==> config.mk <==
export PLATFORM = sky130hd
export DESIGN_NAME = unique_key_record_table_unit_flat
export DESIGN_NICKNAME = d
export VERILOG_FILES = /design/src/ukrt_pkg.sv /design/src/ukrt_if.sv /design/src/unique_key_record_table_unit.sv /design/src/ukrt_cell.sv /design/src/flat_wrapper.sv
export SDC_FILE = /design/constraint.sdc
export NUM_CORES = 1
export LEC_CHECK = 0
export ABC_CLOCK_PERIOD_IN_PS = 5800
export BUFFER_PORTS_ARGS = -buffer_cell sky130_fd_sc_hd__buf_2
export CORE_ASPECT_RATIO = 1.25
export CORE_MARGIN = 10
export CORE_UTILIZATION = 40
export CTS_BUF_LIST = sky130_fd_sc_hd__clkbuf_4
export CTS_CLUSTER_DIAMETER = 50
export DETAILED_ROUTE_END_ITERATION = 12
export PLACE_DENSITY = 0.62
export SLEW_MARGIN = 20
export SYNTH_ARGS = -nofsm -noshare
export SYNTH_HDL_FRONTEND = slang
export SYNTH_SLANG_ARGS = --single-unit
==> constraint.sdc <==
create_clock -name clk_i -period 5.8 [get_ports clk_i]
set_input_delay 0.29 -clock clk_i [delete_from_list [all_inputs] [get_ports clk_i]]
set_output_delay 0.29 -clock clk_i [all_outputs]
set_load 0.01 [all_outputs]
==> src/ukrt_pkg.sv <==
// Shared types and constants for the unique key record table.
// No dependencies; every other file takes names from here by scope.
package ukrt_pkg;

  localparam int unsigned TableDepthDef = 16;
  localparam int unsigned KeyBitsDef    = 16;

  localparam int unsigned CMD_W    = 2;
  localparam int unsigned AGE_W    = 8;
  localparam int unsigned GRADE_W  = 10;
  localparam int unsigned STATUS_W = 3;
  localparam int unsigned LIMIT_W  = 5;

  localparam logic [LIMIT_W-1:0] LIMIT_RESET = 5'd16;

  typedef enum logic [CMD_W-1:0] {
    CMD_INSERT = 2'd0,
    CMD_DELETE = 2'd1,
    CMD_LOOKUP = 2'd2,
    CMD_SPARE  = 2'd3
  } cmd_e;

  typedef enum logic [STATUS_W-1:0] {
    ST_DONE   = 3'd0,
    ST_FULL   = 3'd1,
    ST_EXISTS = 3'd2,
    ST_ABSENT = 3'd3,
    ST_EMPTY  = 3'd4
  } status_e;

  typedef enum logic [3:0] {
    S_IDLE  = 4'b0001,
    S_CMP   = 4'b0010,
    S_SCAN  = 4'b0100,
    S_APPLY = 4'b1000
  } state_e;

  // broadcast control from the sequencer to every cell
  typedef struct packed {
    logic cmp;
    logic scan;
    logic shift;
    logic write;
  } cell_ctrl_t;

endpackage

==> src/ukrt_if.sv <==
// Request and response channel interfaces (valid/ready) of the record table.
// Depends on ukrt_pkg.
interface ukrt_req_if #(
  parameter int unsigned KEY_BITS = ukrt_pkg::KeyBitsDef
);
  logic                         valid;
  logic                         ready;
  logic [ukrt_pkg::CMD_W-1:0]   command;
  logic [KEY_BITS-1:0]          record_key;
  logic [ukrt_pkg::AGE_W-1:0]   record_age;
  logic [ukrt_pkg::GRADE_W-1:0] record_grade;

  modport source (output valid, command, record_key, record_age, record_grade,
                  input ready);
  modport sink   (input valid, command, record_key, record_age, record_grade,
                  output ready);
endinterface

interface ukrt_rsp_if;
  logic                          valid;
  logic                          ready;
  logic [ukrt_pkg::STATUS_W-1:0] status;
  logic [ukrt_pkg::LIMIT_W-1:0]  entry_count;

  modport source (output valid, status, entry_count, input ready);
  modport sink   (input valid, status, entry_count, output ready);
endinterface

==> src/unique_key_record_table_unit.sv <==
// Steps from request to response: compare, match ripple through the cell
// chain one slot a cycle, apply (held while the previous response is unread).
// A new request is taken only once the previous one has been applied.
// A new request is taken while the previous response still waits.
// Reset: count zero, entry_limit 16, no request in flight; slots undefined.
module unique_key_record_table_unit #(
  parameter int unsigned TABLE_DEPTH = ukrt_pkg::TableDepthDef,
  parameter int unsigned KEY_BITS    = ukrt_pkg::KeyBitsDef
) (
  input  logic                        clk_i,
  input  logic                        rst_ni,
  input  logic                        cfg_we_i,
  input  logic [ukrt_pkg::LIMIT_W-1:0] cfg_wdata_i,
  ukrt_req_if.sink                    req_i,
  ukrt_rsp_if.source                  rsp_o
);

  localparam int unsigned CNT_W = $clog2(TABLE_DEPTH + 1);
  localparam int unsigned W     = (CNT_W > ukrt_pkg::LIMIT_W) ? CNT_W : ukrt_pkg::LIMIT_W;
  localparam logic [CNT_W-1:0] ScanLast = CNT_W'(TABLE_DEPTH - 1);
  localparam logic [CNT_W-1:0] DepthC   = CNT_W'(TABLE_DEPTH);

  ukrt_pkg::state_e state_q, state_d;
  logic [CNT_W-1:0] scan_q, scan_d;
  logic [CNT_W-1:0] count_q, count_d;
  logic [ukrt_pkg::LIMIT_W-1:0] limit_q;

  logic [ukrt_pkg::CMD_W-1:0]   cmd_q;
  logic [KEY_BITS-1:0]          key_q;
  logic [ukrt_pkg::AGE_W-1:0]   age_q;
  logic [ukrt_pkg::GRADE_W-1:0] grade_q;

  logic                          rsp_valid_q, rsp_valid_d;
  logic [ukrt_pkg::STATUS_W-1:0] rsp_status_q, rsp_status_d;
  logic [ukrt_pkg::LIMIT_W-1:0]  rsp_count_q, rsp_count_d;

  ukrt_pkg::cell_ctrl_t ctrl;

  logic [KEY_BITS-1:0]          cell_key   [TABLE_DEPTH];
  logic [ukrt_pkg::AGE_W-1:0]   cell_age   [TABLE_DEPTH];
  logic [ukrt_pkg::GRADE_W-1:0] cell_grade [TABLE_DEPTH];
  logic                         cell_kill  [TABLE_DEPTH];

  logic          req_fire, slot_free, found, full;
  logic [W-1:0]  count_w, limit_w, count_next_w;

  assign req_fire  = req_i.valid && req_i.ready;
  assign slot_free = !rsp_valid_q || rsp_o.ready;
  assign found     = cell_kill[TABLE_DEPTH-1];
  assign count_w   = W'(count_q);
  assign limit_w   = W'(limit_q);
  assign full      = (count_w >= limit_w) || (count_q == DepthC);

  assign req_i.ready       = (state_q == ukrt_pkg::S_IDLE);
  assign rsp_o.valid       = rsp_valid_q;
  assign rsp_o.status      = rsp_status_q;
  assign rsp_o.entry_count = rsp_count_q;

  always_comb begin
    state_d      = state_q;
    scan_d       = scan_q;
    count_d      = count_q;
    count_next_w = W'(count_q);
    rsp_valid_d  = rsp_valid_q && !rsp_o.ready;
    rsp_status_d = rsp_status_q;
    rsp_count_d  = rsp_count_q;
    ctrl         = '0;
    case (state_q)
      ukrt_pkg::S_IDLE: begin
        if (req_fire) begin
          state_d = ukrt_pkg::S_CMP;
        end
      end
      ukrt_pkg::S_CMP: begin
        ctrl.cmp = 1'b1;
        scan_d   = '0;
        state_d  = ukrt_pkg::S_SCAN;
      end
      ukrt_pkg::S_SCAN: begin
        ctrl.scan = 1'b1;
        scan_d    = scan_q + 1'b1;
        if (scan_q == ScanLast) begin
          state_d = ukrt_pkg::S_APPLY;
        end
      end
      ukrt_pkg::S_APPLY: begin
        if (slot_free) begin
          case (cmd_q)
            ukrt_pkg::CMD_INSERT: begin
              if (full) begin
                rsp_status_d = ukrt_pkg::ST_FULL;
              end else if (found) begin
                rsp_status_d = ukrt_pkg::ST_EXISTS;
              end else begin
                rsp_status_d = ukrt_pkg::ST_DONE;
                ctrl.write   = 1'b1;
                count_d      = count_q + 1'b1;
              end
            end
            ukrt_pkg::CMD_DELETE: begin
              if (count_q == '0) begin
                rsp_status_d = ukrt_pkg::ST_EMPTY;
              end else if (!found) begin
                rsp_status_d = ukrt_pkg::ST_ABSENT;
              end else begin
                rsp_status_d = ukrt_pkg::ST_DONE;
                ctrl.shift   = 1'b1;
                count_d      = count_q - 1'b1;
              end
            end
            default: begin
              rsp_status_d = found ? ukrt_pkg::ST_DONE : ukrt_pkg::ST_ABSENT;
            end
          endcase
          count_next_w = W'(count_d);
          rsp_valid_d  = 1'b1;
          rsp_count_d  = count_next_w[ukrt_pkg::LIMIT_W-1:0];
          state_d      = ukrt_pkg::S_IDLE;
        end
      end
      default: begin
        state_d = ukrt_pkg::S_IDLE;
      end
    endcase
  end

  always_ff @(posedge clk_i or negedge rst_ni) begin
    if (!rst_ni) begin
      state_q     <= ukrt_pkg::S_IDLE;
      scan_q      <= '0;
      count_q     <= '0;
      limit_q     <= ukrt_pkg::LIMIT_RESET;
      rsp_valid_q <= 1'b0;
    end else begin
      state_q     <= state_d;
      scan_q      <= scan_d;
      count_q     <= count_d;
      rsp_valid_q <= rsp_valid_d;
      if (cfg_we_i) begin
        limit_q <= cfg_wdata_i;
      end
    end
  end

  always_ff @(posedge clk_i) begin
    rsp_status_q <= rsp_status_d;
    rsp_count_q  <= rsp_count_d;
    if (req_fire) begin
      cmd_q   <= req_i.command;
      key_q   <= req_i.record_key;
      age_q   <= req_i.record_age;
      grade_q <= req_i.record_grade;
    end
  end

  for (genvar i = 0; i < TABLE_DEPTH; i++) begin : g_cell
    logic                         kill_in;
    logic [KEY_BITS-1:0]          nb_key;
    logic [ukrt_pkg::AGE_W-1:0]   nb_age;
    logic [ukrt_pkg::GRADE_W-1:0] nb_grade;

    if (i == 0) begin : g_head
      assign kill_in = 1'b0;
    end else begin : g_link
      assign kill_in = cell_kill[i-1];
    end

    if (i == TABLE_DEPTH - 1) begin : g_tail
      assign nb_key   = cell_key[i];
      assign nb_age   = cell_age[i];
      assign nb_grade = cell_grade[i];
    end else begin : g_next
      assign nb_key   = cell_key[i+1];
      assign nb_age   = cell_age[i+1];
      assign nb_grade = cell_grade[i+1];
    end

    ukrt_cell #(
      .KEY_BITS (KEY_BITS),
      .CNT_W    (CNT_W),
      .INDEX    (i)
    ) u_cell (
      .clk_i       (clk_i),
      .rst_ni      (rst_ni),
      .ctrl_i      (ctrl),
      .count_i     (count_q),
      .srch_key_i  (key_q),
      .new_age_i   (age_q),
      .new_grade_i (grade_q),
      .nb_key_i    (nb_key),
      .nb_age_i    (nb_age),
      .nb_grade_i  (nb_grade),
      .kill_i      (kill_in),
      .key_o       (cell_key[i]),
      .age_o       (cell_age[i]),
      .grade_o     (cell_grade[i]),
      .kill_o      (cell_kill[i])
    );
  end

endmodule

==> src/ukrt_cell.sv <==
// One table slot: holds a record, compares it against the search key and
// passes an any-match-so-far flag to the next slot. Depends on ukrt_pkg.
module ukrt_cell #(
  parameter int unsigned KEY_BITS = ukrt_pkg::KeyBitsDef,
  parameter int unsigned CNT_W    = 5,
  parameter int unsigned INDEX    = 0
) (
  input  logic                         clk_i,
  input  logic                         rst_ni,
  input  ukrt_pkg::cell_ctrl_t         ctrl_i,
  input  logic [CNT_W-1:0]             count_i,
  input  logic [KEY_BITS-1:0]          srch_key_i,
  input  logic [ukrt_pkg::AGE_W-1:0]   new_age_i,
  input  logic [ukrt_pkg::GRADE_W-1:0] new_grade_i,
  input  logic [KEY_BITS-1:0]          nb_key_i,
  input  logic [ukrt_pkg::AGE_W-1:0]   nb_age_i,
  input  logic [ukrt_pkg::GRADE_W-1:0] nb_grade_i,
  input  logic                         kill_i,
  output logic [KEY_BITS-1:0]          key_o,
  output logic [ukrt_pkg::AGE_W-1:0]   age_o,
  output logic [ukrt_pkg::GRADE_W-1:0] grade_o,
  output logic                         kill_o
);

  localparam logic [CNT_W-1:0] Idx = CNT_W'(INDEX);

  logic [KEY_BITS-1:0]          key_q;
  logic [ukrt_pkg::AGE_W-1:0]   age_q;
  logic [ukrt_pkg::GRADE_W-1:0] grade_q;
  logic                         hit_q, hit_d;
  logic                         kill_q, kill_d;

  always_comb begin
    hit_d  = hit_q;
    kill_d = kill_q;
    if (ctrl_i.cmp) begin
      hit_d  = (key_q == srch_key_i) && (Idx < count_i);
      kill_d = 1'b0;
    end else if (ctrl_i.scan) begin
      kill_d = kill_i | hit_q;
    end
  end

  always_ff @(posedge clk_i or negedge rst_ni) begin
    if (!rst_ni) begin
      hit_q  <= 1'b0;
      kill_q <= 1'b0;
    end else begin
      hit_q  <= hit_d;
      kill_q <= kill_d;
    end
  end

  // record payload: insert at the fill position, shift down on delete
  always_ff @(posedge clk_i) begin
    if (ctrl_i.write && (count_i == Idx)) begin
      key_q   <= srch_key_i;
      age_q   <= new_age_i;
      grade_q <= new_grade_i;
    end else if (ctrl_i.shift && kill_q) begin
      key_q   <= nb_key_i;
      age_q   <= nb_age_i;
      grade_q <= nb_grade_i;
    end
  end

  assign key_o   = key_q;
  assign age_o   = age_q;
  assign grade_o = grade_q;
  assign kill_o  = kill_q;

endmodule
==> src/flat_wrapper.sv <==
// flat-port wrapper written by rule: the top's interface ports become plain ports
module unique_key_record_table_unit_flat 
#(
  parameter int unsigned TABLE_DEPTH = ukrt_pkg::TableDepthDef,
  parameter int unsigned KEY_BITS    = ukrt_pkg::KeyBitsDef
)
  (clk_i, rst_ni, cfg_we_i, cfg_wdata_i, req_i_valid, req_i_command, req_i_record_key, req_i_record_age, req_i_record_grade, req_i_ready, rsp_o_valid, rsp_o_status, rsp_o_entry_count, rsp_o_ready);
  ukrt_req_if #(.KEY_BITS(KEY_BITS)) req_i_i ();
  ukrt_rsp_if rsp_o_i ();
  input  logic clk_i;
  input  logic rst_ni;
  input  logic cfg_we_i;
  input  logic [ukrt_pkg::LIMIT_W-1:0] cfg_wdata_i;
  input wire logic [$bits(req_i_i.valid)-1:0] req_i_valid;
  input wire logic [$bits(req_i_i.command)-1:0] req_i_command;
  input wire logic [$bits(req_i_i.record_key)-1:0] req_i_record_key;
  input wire logic [$bits(req_i_i.record_age)-1:0] req_i_record_age;
  input wire logic [$bits(req_i_i.record_grade)-1:0] req_i_record_grade;
  output wire logic [$bits(req_i_i.ready)-1:0] req_i_ready;
  output wire logic [$bits(rsp_o_i.valid)-1:0] rsp_o_valid;
  output wire logic [$bits(rsp_o_i.status)-1:0] rsp_o_status;
  output wire logic [$bits(rsp_o_i.entry_count)-1:0] rsp_o_entry_count;
  input wire logic [$bits(rsp_o_i.ready)-1:0] rsp_o_ready;
  assign req_i_i.valid = req_i_valid;
  assign req_i_i.command = req_i_command;
  assign req_i_i.record_key = req_i_record_key;
  assign req_i_i.record_age = req_i_record_age;
  assign req_i_i.record_grade = req_i_record_grade;
  assign req_i_ready = req_i_i.ready;
  assign rsp_o_valid = rsp_o_i.valid;
  assign rsp_o_status = rsp_o_i.status;
  assign rsp_o_entry_count = rsp_o_i.entry_count;
  assign rsp_o_i.ready = rsp_o_ready;
  unique_key_record_table_unit #(.TABLE_DEPTH(TABLE_DEPTH), .KEY_BITS(KEY_BITS)) u_core (.clk_i(clk_i), .rst_ni(rst_ni), .cfg_we_i(cfg_we_i), .cfg_wdata_i(cfg_wdata_i), .req_i(req_i_i), .rsp_o(rsp_o_i));
endmodule
# ---- Yosys cells after proc, flatten, opt, wreduce, memory -nomap -nowiden
# Cells that the tools add are included.
dict set report word_totals {
  inputBits 46
  reg_bits 334
  word_cells 296
}
dict set report op_classes {
  n_eq_ne 41
  magnitude_cmp 17
  n_bitwise 15
  add_sub_neg 3
  n_mux 89
  n_reduce_logical 74
}
# cell n
set op_table {}
lappend op_table {{$mux W16} 30}
lappend op_table {{$eq A16 B16 Y1} 16}
lappend op_table {{$logic_and A1 B1 Y1} 49}
lappend op_table {{$eq A5 B4 Y1 const B} 9}
lappend op_table {{$mux W1} 42}
lappend op_table {{$lt A4 B5 Y1 const A} 8}
lappend op_table {{$reduce_bool A2 Y1} 17}
lappend op_table {{$eq A5 B3 Y1 const B} 4}
lappend op_table {{$lt A3 B5 Y1 const A} 4}
lappend op_table {{$mux W5} 4}
lappend op_table {{$pmux W5 S2} 2}
lappend op_table {{$pmux W4 S4} 1}
lappend op_table {{$or A1 B1 Y1} 15}
lappend op_table {{$mux W4} 3}
lappend op_table {{$add A5 B1 Y5 const B} 2}
lappend op_table {{$eq A5 B2 Y1 const B} 2}
lappend op_table {{$lt A1 B5 Y1 const A} 2}
lappend op_table {{$lt A2 B5 Y1 const A} 2}
lappend op_table {{$mux W2} 4}
lappend op_table {{$mux W3} 2}
lappend op_table {{$pmux W3 S2} 1}
lappend op_table {{$eq A5 B1 Y1 const B} 1}
lappend op_table {{$eq A5 B5 Y1 const B} 1}
lappend op_table {{$ge A5 B5 Y1} 1}
lappend op_table {{14 further kinds} 17}

# ---- Logic depth before layout (Yosys ltp)
# Gate-level depths: netlist (run 1).
dict set report logic_depth {
  ltp_word 9
  depth_mapped 11
  ltp_nobuf 7
}

# ---- By module
# From an unflattened synthesis (run 1), not the netlist that was laid out.
dict set report hier_totals {
  hier_cells 1890
  hier_area_um2 32019.5
}
# mod cells_per_inst n_inst seq_area_each_um2 area_per_inst_um2
set by_module_without_submodules {}
lappend by_module_without_submodules {{ukrt_cell (u_core.g_cell[11].u_cell ...)} 104 2 1071.0 1878.1}
lappend by_module_without_submodules {{ukrt_cell (u_core.g_cell[1].u_cell ...)} 104 2 1071.0 1860.5}
lappend by_module_without_submodules {{ukrt_cell (u_core.g_cell[12].u_cell ...)} 106 2 1071.0 1849.3}
lappend by_module_without_submodules {unique_key_record_table_unit 211 1 1824.2 2746.4}
lappend by_module_without_submodules {{ukrt_cell (u_core.g_cell[10].u_cell)} 107 1 1071.0 1870.5}
lappend by_module_without_submodules {{ukrt_cell (u_core.g_cell[9].u_cell)} 104 1 1071.0 1866.8}
lappend by_module_without_submodules {{ukrt_cell (u_core.g_cell[13].u_cell)} 106 1 1071.0 1863.0}
lappend by_module_without_submodules {{ukrt_cell (u_core.g_cell[14].u_cell)} 105 1 1071.0 1849.3}
lappend by_module_without_submodules {{ukrt_cell (u_core.g_cell[0].u_cell)} 105 1 1071.0 1840.5}
lappend by_module_without_submodules {{ukrt_cell (u_core.g_cell[4].u_cell)} 106 1 1071.0 1838.0}
lappend by_module_without_submodules {{ukrt_cell (u_core.g_cell[6].u_cell)} 106 1 1071.0 1770.4}
lappend by_module_without_submodules {{ukrt_cell (u_core.g_cell[5].u_cell)} 104 1 1071.0 1744.2}
lappend by_module_without_submodules {{ukrt_cell (u_core.g_cell[2].u_cell)} 105 1 1071.0 1734.2}
lappend by_module_without_submodules {{ukrt_cell (u_core.g_cell[7].u_cell)} 103 1 1071.0 1720.4}

# ---- Worst setup path after synthesis (run 1)
# OpenSTA, ideal clock, no wires.
dict set report synth_path {
  path_kind {flip-flop to flip-flop}
  from {reg u_core.count_q[0]}
  to {reg u_core.g_cell[3].u_cell.key_q[0], enable pin}
  n_path_buf 4
  stages_incl_launch_ff 12
  setup_ns 0.367
  t_required_ns 5.433
  t_arrival_ns 3.088
  period_less_slack_ns 3.456
  slack_ns 2.344
  path_cell_list {dfrtp_1 -> clkbuf_1 -> clkinv_1 -> ha_1 -> buf_2 -> nand4bb_1 -> nand3b_1 -> a21o_1 -> clkbuf_1 -> nor3_2 -> buf_4 -> a21o_1}
}
dict set report synth_between {
  elab_chain_cells 8
  elab_cells_between_ends 14
  cone_classes {order compare: 1; eq/ne: 2; mux: 6; reduce/logical: 5}
}
# item line
set synth_lines {}
lappend synth_lines {{start, declared} unique_key_record_table_unit.sv:25} ;# logic [CNT_W-1:0] count_q, count_d;
lappend synth_lines {{start signal, assigned} unique_key_record_table_unit.sv:137} ;# count_q <= count_d;
lappend synth_lines {{$ge A5 B5 Y1 or $eq A5 B5 Y1 (tied branches)} unique_key_record_table_unit.sv:52} ;# assign full = (count_w >= limit_w) || (count_q == DepthC);
lappend synth_lines {{$logic_or A1 B1 Y1} unique_key_record_table_unit.sv:52}
lappend synth_lines {{$mux W1} unique_key_record_table_unit.sv:90} ;# if (full) begin
lappend synth_lines {{$mux W1} unique_key_record_table_unit.sv:88} ;# case (cmd_q)
lappend synth_lines {{$mux W2} unique_key_record_table_unit.sv:87} ;# if (slot_free) begin
lappend synth_lines {{$mux W2} unique_key_record_table_unit.sv:68} ;# case (state_q)
lappend synth_lines {{$logic_and A1 B1 Y1} ukrt_cell.sv:56} ;# if (ctrl_i.write && (count_i == Idx)) begin
lappend synth_lines {{$reduce_bool A2 Y1 (no line) (*)} n/a}
lappend synth_lines {{end signal, assigned} ukrt_cell.sv:57} ;# key_q <= srch_key_i;
lappend synth_lines {{end signal, assigned} ukrt_cell.sv:61} ;# key_q <= nb_key_i;
lappend synth_lines {{end, declared} ukrt_cell.sv:27} ;# logic [KEY_BITS-1:0] key_q;
# Every way passes the cells marked *; elsewhere a longest branch is shown, timed or not.
# A chain may end at the register's enable or synchronous reset.

# ---- Final worst setup path (run 1)
dict set report layout_path {
  from {reg u_core.count_q[0]}
  to {reg u_core.g_cell[10].u_cell.key_q[1], enable pin}
}
dict set report layout_between {
  elab_chain_cells 8
  elab_cells_between_ends 14
  cone_classes {order compare: 1; eq/ne: 2; mux: 6; reduce/logical: 5}
}
# item line
set layout_lines {}
lappend layout_lines {{$ge A5 B5 Y1 or $eq A5 B5 Y1 (tied branches)} unique_key_record_table_unit.sv:52}
lappend layout_lines {{$logic_or A1 B1 Y1} unique_key_record_table_unit.sv:52}
lappend layout_lines {{$mux W1} unique_key_record_table_unit.sv:90}
lappend layout_lines {{$mux W1} unique_key_record_table_unit.sv:88}
lappend layout_lines {{$mux W2} unique_key_record_table_unit.sv:87}
lappend layout_lines {{$mux W2} unique_key_record_table_unit.sv:68}
lappend layout_lines {{$logic_and A1 B1 Y1} ukrt_cell.sv:56}
lappend layout_lines {{$reduce_bool A2 Y1 (no line) (*)} n/a}
lappend layout_lines {{end signal, assigned} ukrt_cell.sv:57}
lappend layout_lines {{end signal, assigned} ukrt_cell.sv:61}
lappend layout_lines {{end, declared} ukrt_cell.sv:27}
# Marked as above.

==> flow_metrics.tcl, run 1 <==
set metrics [dict create \
    io-pin-count 56 \
    post_route_ant_nets 0 \
    numPlacedInstances 1842 \
    fin_crit_sh_pct 72.18 \
    arr_time_crit_path_ns 4.56 \
    dp_worst_setup_slack_ns 1.624 \
    pin_count_of_the_biggest_net_entering_global_routing 53 \
    worstMarginPinSlew_ns 0.9917 \
    placedInstanceArea_sq_um 18580 \
    antenna_violations_before_repair 2 \
    placeableCoreArea_sq_um 44330 \
    first_pass_grt_wire_length_mm 64.60 \
    synth.net_count 1378 \
    max-clock-path-buffers 3 \
    yosysWarningCount 0 \
    finish.net_count 1449 \
    clock_latency_ns 0.80 \
    total_power_of_the_final_layout_mw 5.928 \
    share_of_the_yosys_chip_area_belonging_to_registers_pct 54.27 \
    placement_rows 86 \
    fmaxAchievable_ghz 0.2389 \
    rsz_0062_raised_after_global_routing "false" \
    wirelength_mm 41.49 \
    portBuffers 37 \
    synth-edff-count 282 \
    crit_type "register to register" \
    vias_after_detailed_routing 10830 \
    tritoncts_num_sinks 334 \
    setup_violation_total_in_the_final_timing_report 0 \
    period_minus_slack_ns 4.187 \
    max-cap-violations 0 \
    effective_utilization_at_floorplan_pct 40.61 \
    cts-root-buf "clkbuf_4" \
    crit_path_top_delay_cell "a32o_1" \
    path_buf_inv 2 \
    clkTransAtPathRegs_ns 0.07 \
    cts.repair_timing.setup_buffer_count 0 \
    synth_top_flop_cell "edfxtp_1" \
    power.ir.vdd_worst_v 0.0002059 \
    timing.hold.worst.class "input pin to asynchronous set/reset pin" \
    routabilityCongestion 0.8035 \
    worstSetupEndpointType "register" \
    cp_max_fo 16 \
    first_global_vias 11440 \
    post_layout_cell_count 2029 \
    cpPeakStageDelay_ns 0.75 \
    avg_cell_area_syn_sq_um 13.64 \
    clock-skew-final_ns 0.07029 \
    critPathRequiredTime_ns 6.17 \
    final_cell_area_sq_um 20100 \
    tritoncts.num_buffers 84 \
    timing.critical_path.from_type "register" \
    final.setup.worst_slack_ns 1.613 \
    floorplan.die_area_sq_um 53950 \
    globalRoute.totalOverflow 0 \
    drt-wirelength-per-cell_um 20.45 \
    cts.htree.levels 3 \
    synth_cell_type_count 56 \
    layout-drive-gt1-share_pct 32.10 \
    die_h_um 257.2 \
    detailed_place_hpwl_mm 27.54 \
    timing.final.max_slew_violations 0 \
    die_width_um 209.8 \
    total_of_flip_flops_plus_latches_after_synthesis 334 \
    drcViolationCount 0 \
    detail_route.first_pass.iterations 6 \
    crit_family "compound AO/OA/AOI/OAI gates" \
    gr-usage-all-layers_pct 15.23 \
    fin_setup_tns_ns 0 \
    total_power_per_unit_cell_area_nw_per_um2 294.9 \
    relative_max_transition_margin_pct 33.53 \
    hold_viol 0 \
    post_synth_instance_area_sq_um 18000 \
    first_iter_violations 677 \
    flow.area_growth_from_synthesis_pct 11.63 \
    power.leakage_nw 7.229 \
    route.detailed.vias_per_inst 5.338 \
    syn-instance-count 1320 \
    async_flop_share_pct 15.57 \
    worst-r2r-setup-slack_ns 1.61 \
    outcome "finished, final reports clean" \
    cts_tree "built" \
    path_cells "clkinv_1 -> ha_1 -> nand4bb_1 -> nand3b_1 -> a211oi_4 -> buf_4 -> a32o_1" \
]
## logic make-up after synthesis
kind of cell             count (synthesis)  share of synthesized area (%)
flip-flops                             334                          54.27
XOR/XNOR                               258                          12.55
AND/OR/NAND/NOR                        249                          8.165
multiplexers                           243                          17.03
buffers and inverters                  123                          3.204
AO/OA/AOI/OAI                          101                          3.947
adder cells (fa/ha/maj)                 12                         0.8339
## synthesized netlist by cell type (5+ instances only)
library cell / count / area (sq um)
buf_1: 17 / 63.81
a21o_1: 7 / 52.55
nand2b_1: 5 / 31.28
edfxtp_1: 282 / 8468
inv_1: 8 / 30.03
mux2_2: 154 / 1734
nand3_1: 8 / 40.04
nand4_1: 40 / 250.2
nor3_1: 52 / 260.3
a211oi_1: 7 / 52.55
o21ai_0: 28 / 140.1
nor4_1: 27 / 168.9
and2_1: 5 / 31.28
nor3_2: 5 / 50.05
a32o_1: 17 / 170.2
dfrtp_1: 50 / 1251
xor2_1: 119 / 1042
nand3b_1: 5 / 37.54
nand2_1: 42 / 157.7
buf_6: 11 / 123.9
nor2_1: 31 / 116.4
mux2_4: 88 / 1321
ha_1: 12 / 150.1
buf_2: 5 / 25.02
clkbuf_1: 76 / 285.3
nand3_4: 9 / 157.7
xnor2_1: 139 / 1217
a21oi_1: 16 / 80.08
## stage by stage
stage               hold WS (ns)  util (%)
floorplan              -0.005591         -
global placement          0.4641     41.91
detailed placement        0.4689     41.91
CTS                       0.1196     45.32
global route              0.1425     45.33
finish                    0.1788     45.33
## area by class of cell
cell class / instances / area (sq um)
Antenna cell: 2 / 5.005
Clock buffer: 130 / 975.9
Clock inverter: 20 / 186.4
Fill cell: 3986 / 24230
Inverter: 9 / 33.78
Multi-Input combinational cell: 863 / 7671
Sequential cell: 334 / 9772
Tap cell: 572 / 715.7
Timing Repair Buffer: 99 / 738.2
## worst paths after layout
check | start | endpoint | depth (start not counted)
worst max-delay path | u_core.count_q[0] | u_core.g_cell[10].u_cell.key_o[1] | 7
worst min-delay path | rst_ni | u_core.g_cell[0].u_cell.hit_q | 3
worst max register to register | u_core.count_q[0] | u_core.g_cell[10].u_cell.key_o[1] | 7
worst min register to register | u_core.g_cell[3].u_cell.hit_q | u_core.g_cell[3].u_cell.hit_q | 2
max in group asynchronous | rst_ni | u_core.count_q[4] | 3
min in group clk_i | req_i_record_key[3] | u_core.key_q[3] | 2
## state kept, by name, indices dropped and copies added (netlist names), 5 cells and up
signal                       flops
u_core.count_q                   5
u_core.key_q                    16
u_core.limit_q                   5
u_core.scan_q                    5
u_core.g_cell.u_cell.hit_q      16
u_core.g_cell.u_cell.key_o     256
u_core.g_cell.u_cell.kill_o     16
u_core.rsp_o.entry_count         5
## metal layers
| layer | global-route usage [%] | share of wire (%) | vias to the layer above |
|---|---|---|---|
| met5 | 0 | 0 | - |
| met4 | 6.664 | 2.8 | 0 |
| met3 | 2.957 | 4.7 | 76 |
| met2 | 26.46 | 51 | 274 |
| met1 | 17.85 | 42 | 5419 |
| li1 | - | - | 5062 |
## timing repair
| action | CTS | global route |
|---|---|---|
| hold buffers | 35 | 0 |
| gates resized for setup | 0 | 0 |
| endpoints found under the hold margin | 79 | 0 |
## power by group
group	switching [mW]	internal [mW]
registers	0.109	2.68
clock network	0.969	1.20
logic	0.622	0.354
total	1.70	4.23
## tightest hold or removal path, stage by stage
cell	delay (ns)
dlygate4sd3_1	0.52
buf_2	0.09
buf_4	0.54
## placed cells by master, fill, tap and decap left out, types with 6 or more instances in the layout
cell type      instances
clkbuf_4             130
nor3_2                 6
nand3_4                9
o21ai_0               28
xor2_1               119
nand2_1               42
buf_4                 27
a21oi_1               16
ha_1                  12
nor2_1                31
dlygate4sd3_1         35
mux2_4                88
buf_2                 37
xnor2_1              139
inv_1                  8
nand3_1                8
edfxtp_1             282
mux2_2               154
a21o_1                 7
a211oi_1               7
a32o_1                17
nor4_1                27
nor3_1                51
clkinv_1              14
nand4_1               40
dfrtp_1               50
(Power assumes the default switching activity.)
==> run 2, diff against run 1 <==
--- a/config.mk
+++ b/config.mk
@@ -5,7 +5,7 @@
 export SDC_FILE = /design/constraint.sdc
 export NUM_CORES = 1
 export LEC_CHECK = 0
-export ABC_CLOCK_PERIOD_IN_PS = 5800
+export ABC_CLOCK_PERIOD_IN_PS = 3930
 export BUFFER_PORTS_ARGS = -buffer_cell sky130_fd_sc_hd__buf_2
 export CORE_ASPECT_RATIO = 1.25
 export CORE_MARGIN = 10
==> constraint.sdc (replaced) <==
create_clock -name clk_i -period 3.93 [get_ports clk_i]
set_input_delay 0.1965 -clock clk_i [delete_from_list [all_inputs] [get_ports clk_i]]
set_output_delay 0.1965 -clock clk_i [all_outputs]
set_load 0.01 [all_outputs]
==> run 2 against run 1 <==
Combinational power grew 40%. Cell area rose by 1.5%. Flip-flop and latch count stayed put. Final cell count is 2.2% higher. First-iteration DRC count up 16%. Wire length rose by 4.2%. Power increased by 49%. Hold slack got worse by 0.13 ns. Clock-buffer cell count did not move. Fmax grew 19%. Die area did not move. Critical endpoint is now u_core.g_cell[4].u_cell.key_o[7].
==> flow_metrics.tcl, run 2 (same netlist as run 1, synthesis figures left out) <==
set metrics [dict create \
    critPathRequiredTime_ns 4.36 \
    total_power_per_unit_cell_area_nw_per_um2 433.8 \
    fillCellCount 3990 \
    floorplan.die_area_sq_um 53950 \
    drcViolationCount 0 \
    drt-wirelength-per-cell_um 20.86 \
    final_common_cell "edfxtp_1" \
    cpPeakStageDelay_ns 0.59 \
    route.detailed.vias_per_inst 5.331 \
    pin_count_of_the_biggest_net_entering_global_routing 53 \
    cts.repair_timing.setup_buffer_count 0 \
    io-pin-count 56 \
    post_layout_cell_count 2073 \
    timing.final.max_slew_violations 0 \
    fin_crit_sh_pct 89.51 \
    tritoncts.num_buffers 89 \
    worstMarginPinSlew_ns 0.9699 \
    relative_max_transition_margin_pct 35.34 \
    first_iter_violations 786 \
    tritoncts_num_sinks 334 \
    clock_latency_ns 0.82 \
    fin_setup_tns_ns 0 \
    placement_rows 86 \
    final_util_pct 46.02 \
    detail_route.first_pass.iterations 5 \
    finish.net_count 1491 \
    regArea_sq_um 9772 \
    gr-usage-all-layers_pct 15.94 \
    numPlacedInstances 1879 \
    max-clock-path-buffers 3 \
    area_of_the_multi_input_gates_sq_um 7670 \
    timing.critical_path.from_type "register" \
    cp_max_fo 17 \
    first_global_vias 11590 \
    detailed_place_hpwl_mm 30.25 \
    mostFrequentLayoutCells "edfxtp_1, mux2_2, xnor2_1" \
    layout-drive-gt1-share_pct 33.73 \
    clock-skew-final_ns 0.04628 \
    post_cts_resize_count 0 \
    first_pass_grt_wire_length_mm 67.40 \
    period_minus_slack_ns 3.518 \
    globalRoute.totalOverflow 0 \
    portBuffers 37 \
    holdBufCountCts 35 \
    effective_utilization_at_floorplan_pct 40.61 \
    worstSetupEndpointType "register" \
    timing.hold.worst.class "input pin to asynchronous set/reset pin" \
    power.ir.vdd_worst_v 0.0002579 \
    flip_flop_count_of_the_largest_register_all_copies_and_words_added 256 \
    cts.htree.levels 3 \
    fmaxAchievable_ghz 0.2843 \
    power.leakage_nw 7.436 \
    hold_viol 0 \
    post_route_ant_nets 0 \
    antenna_violations_before_repair 1 \
    routabilityCongestion 0.8491 \
    wirelength_mm 43.23 \
    placeableCoreArea_sq_um 44330 \
    clkTransAtPathRegs_ns 0.07 \
    vias_after_detailed_routing 11050 \
    path_cells "clkinv_1 -> ha_1 -> nor2b_1 -> o21ai_1 -> a211oi_4 -> nand3_4 -> nand2_1" \
    cts-root-buf "clkbuf_4" \
    rsz_0062_raised_after_global_routing "false" \
    setup_violation_total_in_the_final_timing_report 0 \
    flow.area_growth_from_synthesis_pct 13.31 \
    max-cap-violations 0 \
    cts_tree "built" \
    outcome "finished, final reports clean" \
    die_width_um 209.8 \
    die_h_um 257.2 \
    crit_type "register to register" \
    crit_path_top_delay_cell "nand2_1" \
    arr_time_crit_path_ns 3.95 \
]
run 2: layout make-up:
type / instances / area share, %
Antenna cell: 1 / 0.01227
Clock buffer: 130 / 4.784
Clock inverter: 28 / 1.061
Inverter: 9 / 0.1656
Multi-Input combinational cell: 863 / 37.59
Sequential cell: 334 / 47.90
Tap cell: 572 / 3.508
Timing Repair Buffer: 136 / 4.980
run 2: final timing paths:
| path | slack, ns | to | cells after the start | start |
|---|---|---|---|---|
| worst min-delay path | 0.05 | u_core.g_cell[0].u_cell.kill_o | 3 | rst_ni |
| worst min register to register | 0.48 | u_core.g_cell[6].u_cell.hit_q | 2 | u_core.g_cell[6].u_cell.hit_q |
| worst max register to register | 0.41 | u_core.g_cell[4].u_cell.key_o[7] | 7 | u_core.count_q[0] |
| max in group asynchronous | 3.38 | u_core.scan_q[3] | 3 | rst_ni |
| min in group clk_i | 0.10 | u_core.key_q[5] | 2 | req_i_record_key[5] |
| worst max-delay path | 0.41 | u_core.g_cell[4].u_cell.key_o[7] | 7 | u_core.count_q[0] |
run 2: report_power, final:
| part | internal [mW] | leakage [nW] | total (mW) | switching (mW) |
|---|---|---|---|---|
| combinational | 0.557 | 3.51 | 1.37 | 0.813 |
| clock | 1.78 | 0.707 | 3.25 | 1.47 |
| sequential | 3.95 | 3.22 | 4.24 | 0.281 |
run 2: per-layer routing:
layer  up-vias  GRT usage (%)  routed length (um)
met1      5561          18.59               17620
met2       264          28.25               22810
met3        68          2.908                1843
li1       5158              -                   -
met5         -              0                   0
met4         0          6.304                 956
run 2: worst max-delay path: cells and delay by family, from the launching register on:
kind / cells / cell delay [ns]
AO/OA/AOI/OAI: 2 / 0.81
adder cells (fa/ha/maj): 1 / 0.36
buffers and inverters: 1 / 0.32
flip-flops: 1 / 0.55
AND/OR/NAND/NOR: 3 / 1.08
run 2: per-stage QoR:
stage	worst slack (ns)	hold slack (ns)	power, mW	instance area [sq um]
final	0.4121	0.04657	8.851	20400
after global routing	0.1650	0.06424	9.294	20400
after CTS	0.3974	0.01996	8.975	20400
after detailed placement	0.4398	0.3749	5.665	18860
after global placement	0.5049	0.3734	5.637	18860
after floorplan	0.4745	-0.09909	5.163	18000
==> run 3, diff against run 2 <==
--- a/config.mk
+++ b/config.mk
@@ -6,14 +6,13 @@
 export NUM_CORES = 1
 export LEC_CHECK = 0
 export ABC_CLOCK_PERIOD_IN_PS = 3930
-export BUFFER_PORTS_ARGS = -buffer_cell sky130_fd_sc_hd__buf_2
-export CORE_ASPECT_RATIO = 1.25
+export BUFFER_PORTS_ARGS = -buffer_cell sky130_fd_sc_hd__buf_4
 export CORE_MARGIN = 10
-export CORE_UTILIZATION = 40
+export CORE_UTILIZATION = 30
 export CTS_BUF_LIST = sky130_fd_sc_hd__clkbuf_4
 export CTS_CLUSTER_DIAMETER = 50
 export DETAILED_ROUTE_END_ITERATION = 12
-export PLACE_DENSITY = 0.62
+export PLACE_DENSITY = 0.51
 export SLEW_MARGIN = 20
 export SYNTH_ARGS = -nofsm -noshare
 export SYNTH_HDL_FRONTEND = slang
==> run 3 against run 2 <==
Wire length up 6.2%. Critical path type unchanged. Clock skew rose by 0.0013 ns. Global-route usage is 2.8 points lower. Largest power group unchanged. Highest routed layer unchanged.
==> flow_metrics.tcl, run 3 (same netlist as run 1, synthesis figures left out) <==
set metrics [dict create \
    outcome "finished, final reports clean" \
    timing.hold.worst.class "input pin to register" \
    cts.repair_timing.setup_buffer_count 0 \
    detailed_place_hpwl_mm 31.36 \
    worstSetupEndpointType "register" \
    drt-wirelength-per-cell_um 20.11 \
    final_util_pct 35.08 \
    worst-r2r-setup-slack_ns 0.65 \
    total_power_per_unit_cell_area_nw_per_um2 423.0 \
    mostFrequentLayoutCells "edfxtp_1, mux2_2, clkbuf_4" \
    fin_crit_sh_pct 83.35 \
    holdBufCountCts 39 \
    placement_rows 89 \
    cp_max_fo 16 \
    clock_latency_ns 0.83 \
    wirelength_mm 45.91 \
    arr_time_crit_path_ns 3.70 \
    first_global_vias 11720 \
    area_of_the_multi_input_gates_sq_um 7670 \
    io-pin-count 56 \
    detail_route.first_pass.iterations 4 \
    max-cap-violations 0 \
    first_pass_grt_wire_length_mm 71.04 \
    setup_violation_total_in_the_final_timing_report 0 \
    worst_hold_startpoint "req_i_record_key[2]" \
    power.ir.vdd_worst_v 0.0001714 \
    post_cts_resize_count 0 \
    tritoncts.num_buffers 95 \
    route.detailed.vias_per_inst 4.792 \
    antenna_violations_before_repair 2 \
    relative_max_transition_margin_pct 32.63 \
    crit_type "register to register" \
    post_layout_cell_count 2283 \
    globalRoute.totalOverflow 0 \
    numPlacedInstances 2080 \
    final.setup.worst_slack_ns 0.6543 \
    worst_hold_path.endpoint "u_core.key_q[2]" \
    total_power_of_the_final_layout_mw 8.791 \
    cts-root-buf "clkbuf_4" \
    fin_setup_tns_ns 0 \
    period_minus_slack_ns 3.276 \
    worst_r2r_startpoint "u_core.count_q[0]" \
    rsz_0062_raised_after_global_routing "false" \
    finish.net_count 1501 \
    final_cell_area_sq_um 20780 \
    critPathRequiredTime_ns 4.35 \
    clkTransAtPathRegs_ns 0.06 \
    post_route_ant_nets 0 \
    fillCellCount 5837 \
    die_width_um 265.0 \
    vias_after_detailed_routing 10940 \
    pin_count_of_the_biggest_net_entering_global_routing 51 \
    flow.area_growth_from_synthesis_pct 15.43 \
    r2r-end "u_core.g_cell[11].u_cell.key_o[0]" \
    floorplan.die_area_sq_um 70210 \
    power.leakage_nw 7.496 \
    drcViolationCount 0 \
    effective_utilization_at_floorplan_pct 30.39 \
    worst_hold_path.num_cells 2 \
    portBuffers 37 \
    die_h_um 265.0 \
    cts_tree "built" \
    timing.critical_path.from_type "register" \
    clock-skew-final_ns 0.04757 \
    fmaxAchievable_ghz 0.3053 \
    timing.reg2reg.worst_path_depth 7 \
    hold_viol 0 \
    timing.final.max_slew_violations 0 \
    whs_ns 0.1041 \
    flip_flop_count_of_the_largest_register_all_copies_and_words_added 256 \
    gr-usage-all-layers_pct 13.14 \
    placeableCoreArea_sq_um 59240 \
    layout-drive-gt1-share_pct 34.22 \
    tritoncts_num_sinks 334 \
    regArea_sq_um 9772 \
    worstMarginPinSlew_ns 1.008 \
    routabilityCongestion 0.8121 \
    final_common_cell "edfxtp_1" \
    dp_worst_setup_slack_ns 0.6300 \
    cts.htree.levels 3 \
    first_iter_violations 572 \
    max-clock-path-buffers 3 \
    placedInstanceArea_sq_um 19230 \
]
==> run 3: cell types whose count changed in the layout (fill, tap and decap cells not counted) <==
cell,before,now
buf_12,0,2
buf_16,0,1
buf_2,37,0
buf_4,64,99
bufinv_16,4,0
clkbuf_4,130,142
clkinv_1,19,14
clkinv_2,5,3
diode_2,1,2
dlygate4sd3_1,35,38
inv_2,1,4
==> run 3: worst max-delay path, cell delays in order (launching register included) <==
cell      delay (ns)
dfrtp_1         0.56
clkinv_1        0.34
ha_1            0.36
nor2b_1         0.11
o21ai_1         0.23
a21o_1          0.39
nor3_2          0.30
a21o_1          0.59
==> run 3: worst max path at each step <==
stage / cells past startpoint / endpoint / slack [ns] / from
after global routing: 7 / u_core.g_cell[11].u_cell.key_o[0] / 0.42 / u_core.count_q[0]
after floorplan: 11 / u_core.g_cell[3].u_cell.key_o[0] / 0.47 / u_core.count_q[0]
after detailed placement: 7 / u_core.g_cell[11].u_cell.key_o[10] / 0.63 / u_core.count_q[0]
final: 7 / u_core.g_cell[11].u_cell.key_o[0] / 0.65 / u_core.count_q[0]
after global placement: 7 / u_core.g_cell[11].u_cell.key_o[12] / 0.71 / u_core.count_q[0]
after CTS: 7 / u_core.g_cell[11].u_cell.key_o[10] / 0.60 / u_core.count_q[0]
==> run 3: layer usage <==
metal | track usage [%] | vias up | part of all wire, %
met4 | 4.380 | 0 | 2.1
li1 | - | 5168 | -
met3 | 3.416 | 77 | 4.9
met2 | 21.39 | 226 | 48
met1 | 16.73 | 5469 | 45
met5 | 0 | - | 0
==> run 3: cell type report <==
type                       count  share of cell area [%]
sequential                   334                   47.02
tap                          773                   4.654
clock buffer                 142                   5.129
timing repair buffer         140                   5.731
inverter                       9                  0.1625
multi-input combinational    863                   36.90
antenna                        2                 0.02408
clock inverter                20                  0.3793
==> run 3: power by group <==
group | internal, mW | leakage, nW | switching (mW) | total, mW
clock | 1.63 | 0.702 | 1.51 | 3.14
sequential | 3.96 | 3.22 | 0.207 | 4.16
combinational | 0.578 | 3.58 | 0.909 | 1.49
total | 6.16 | 7.50 | 2.63 | 8.79
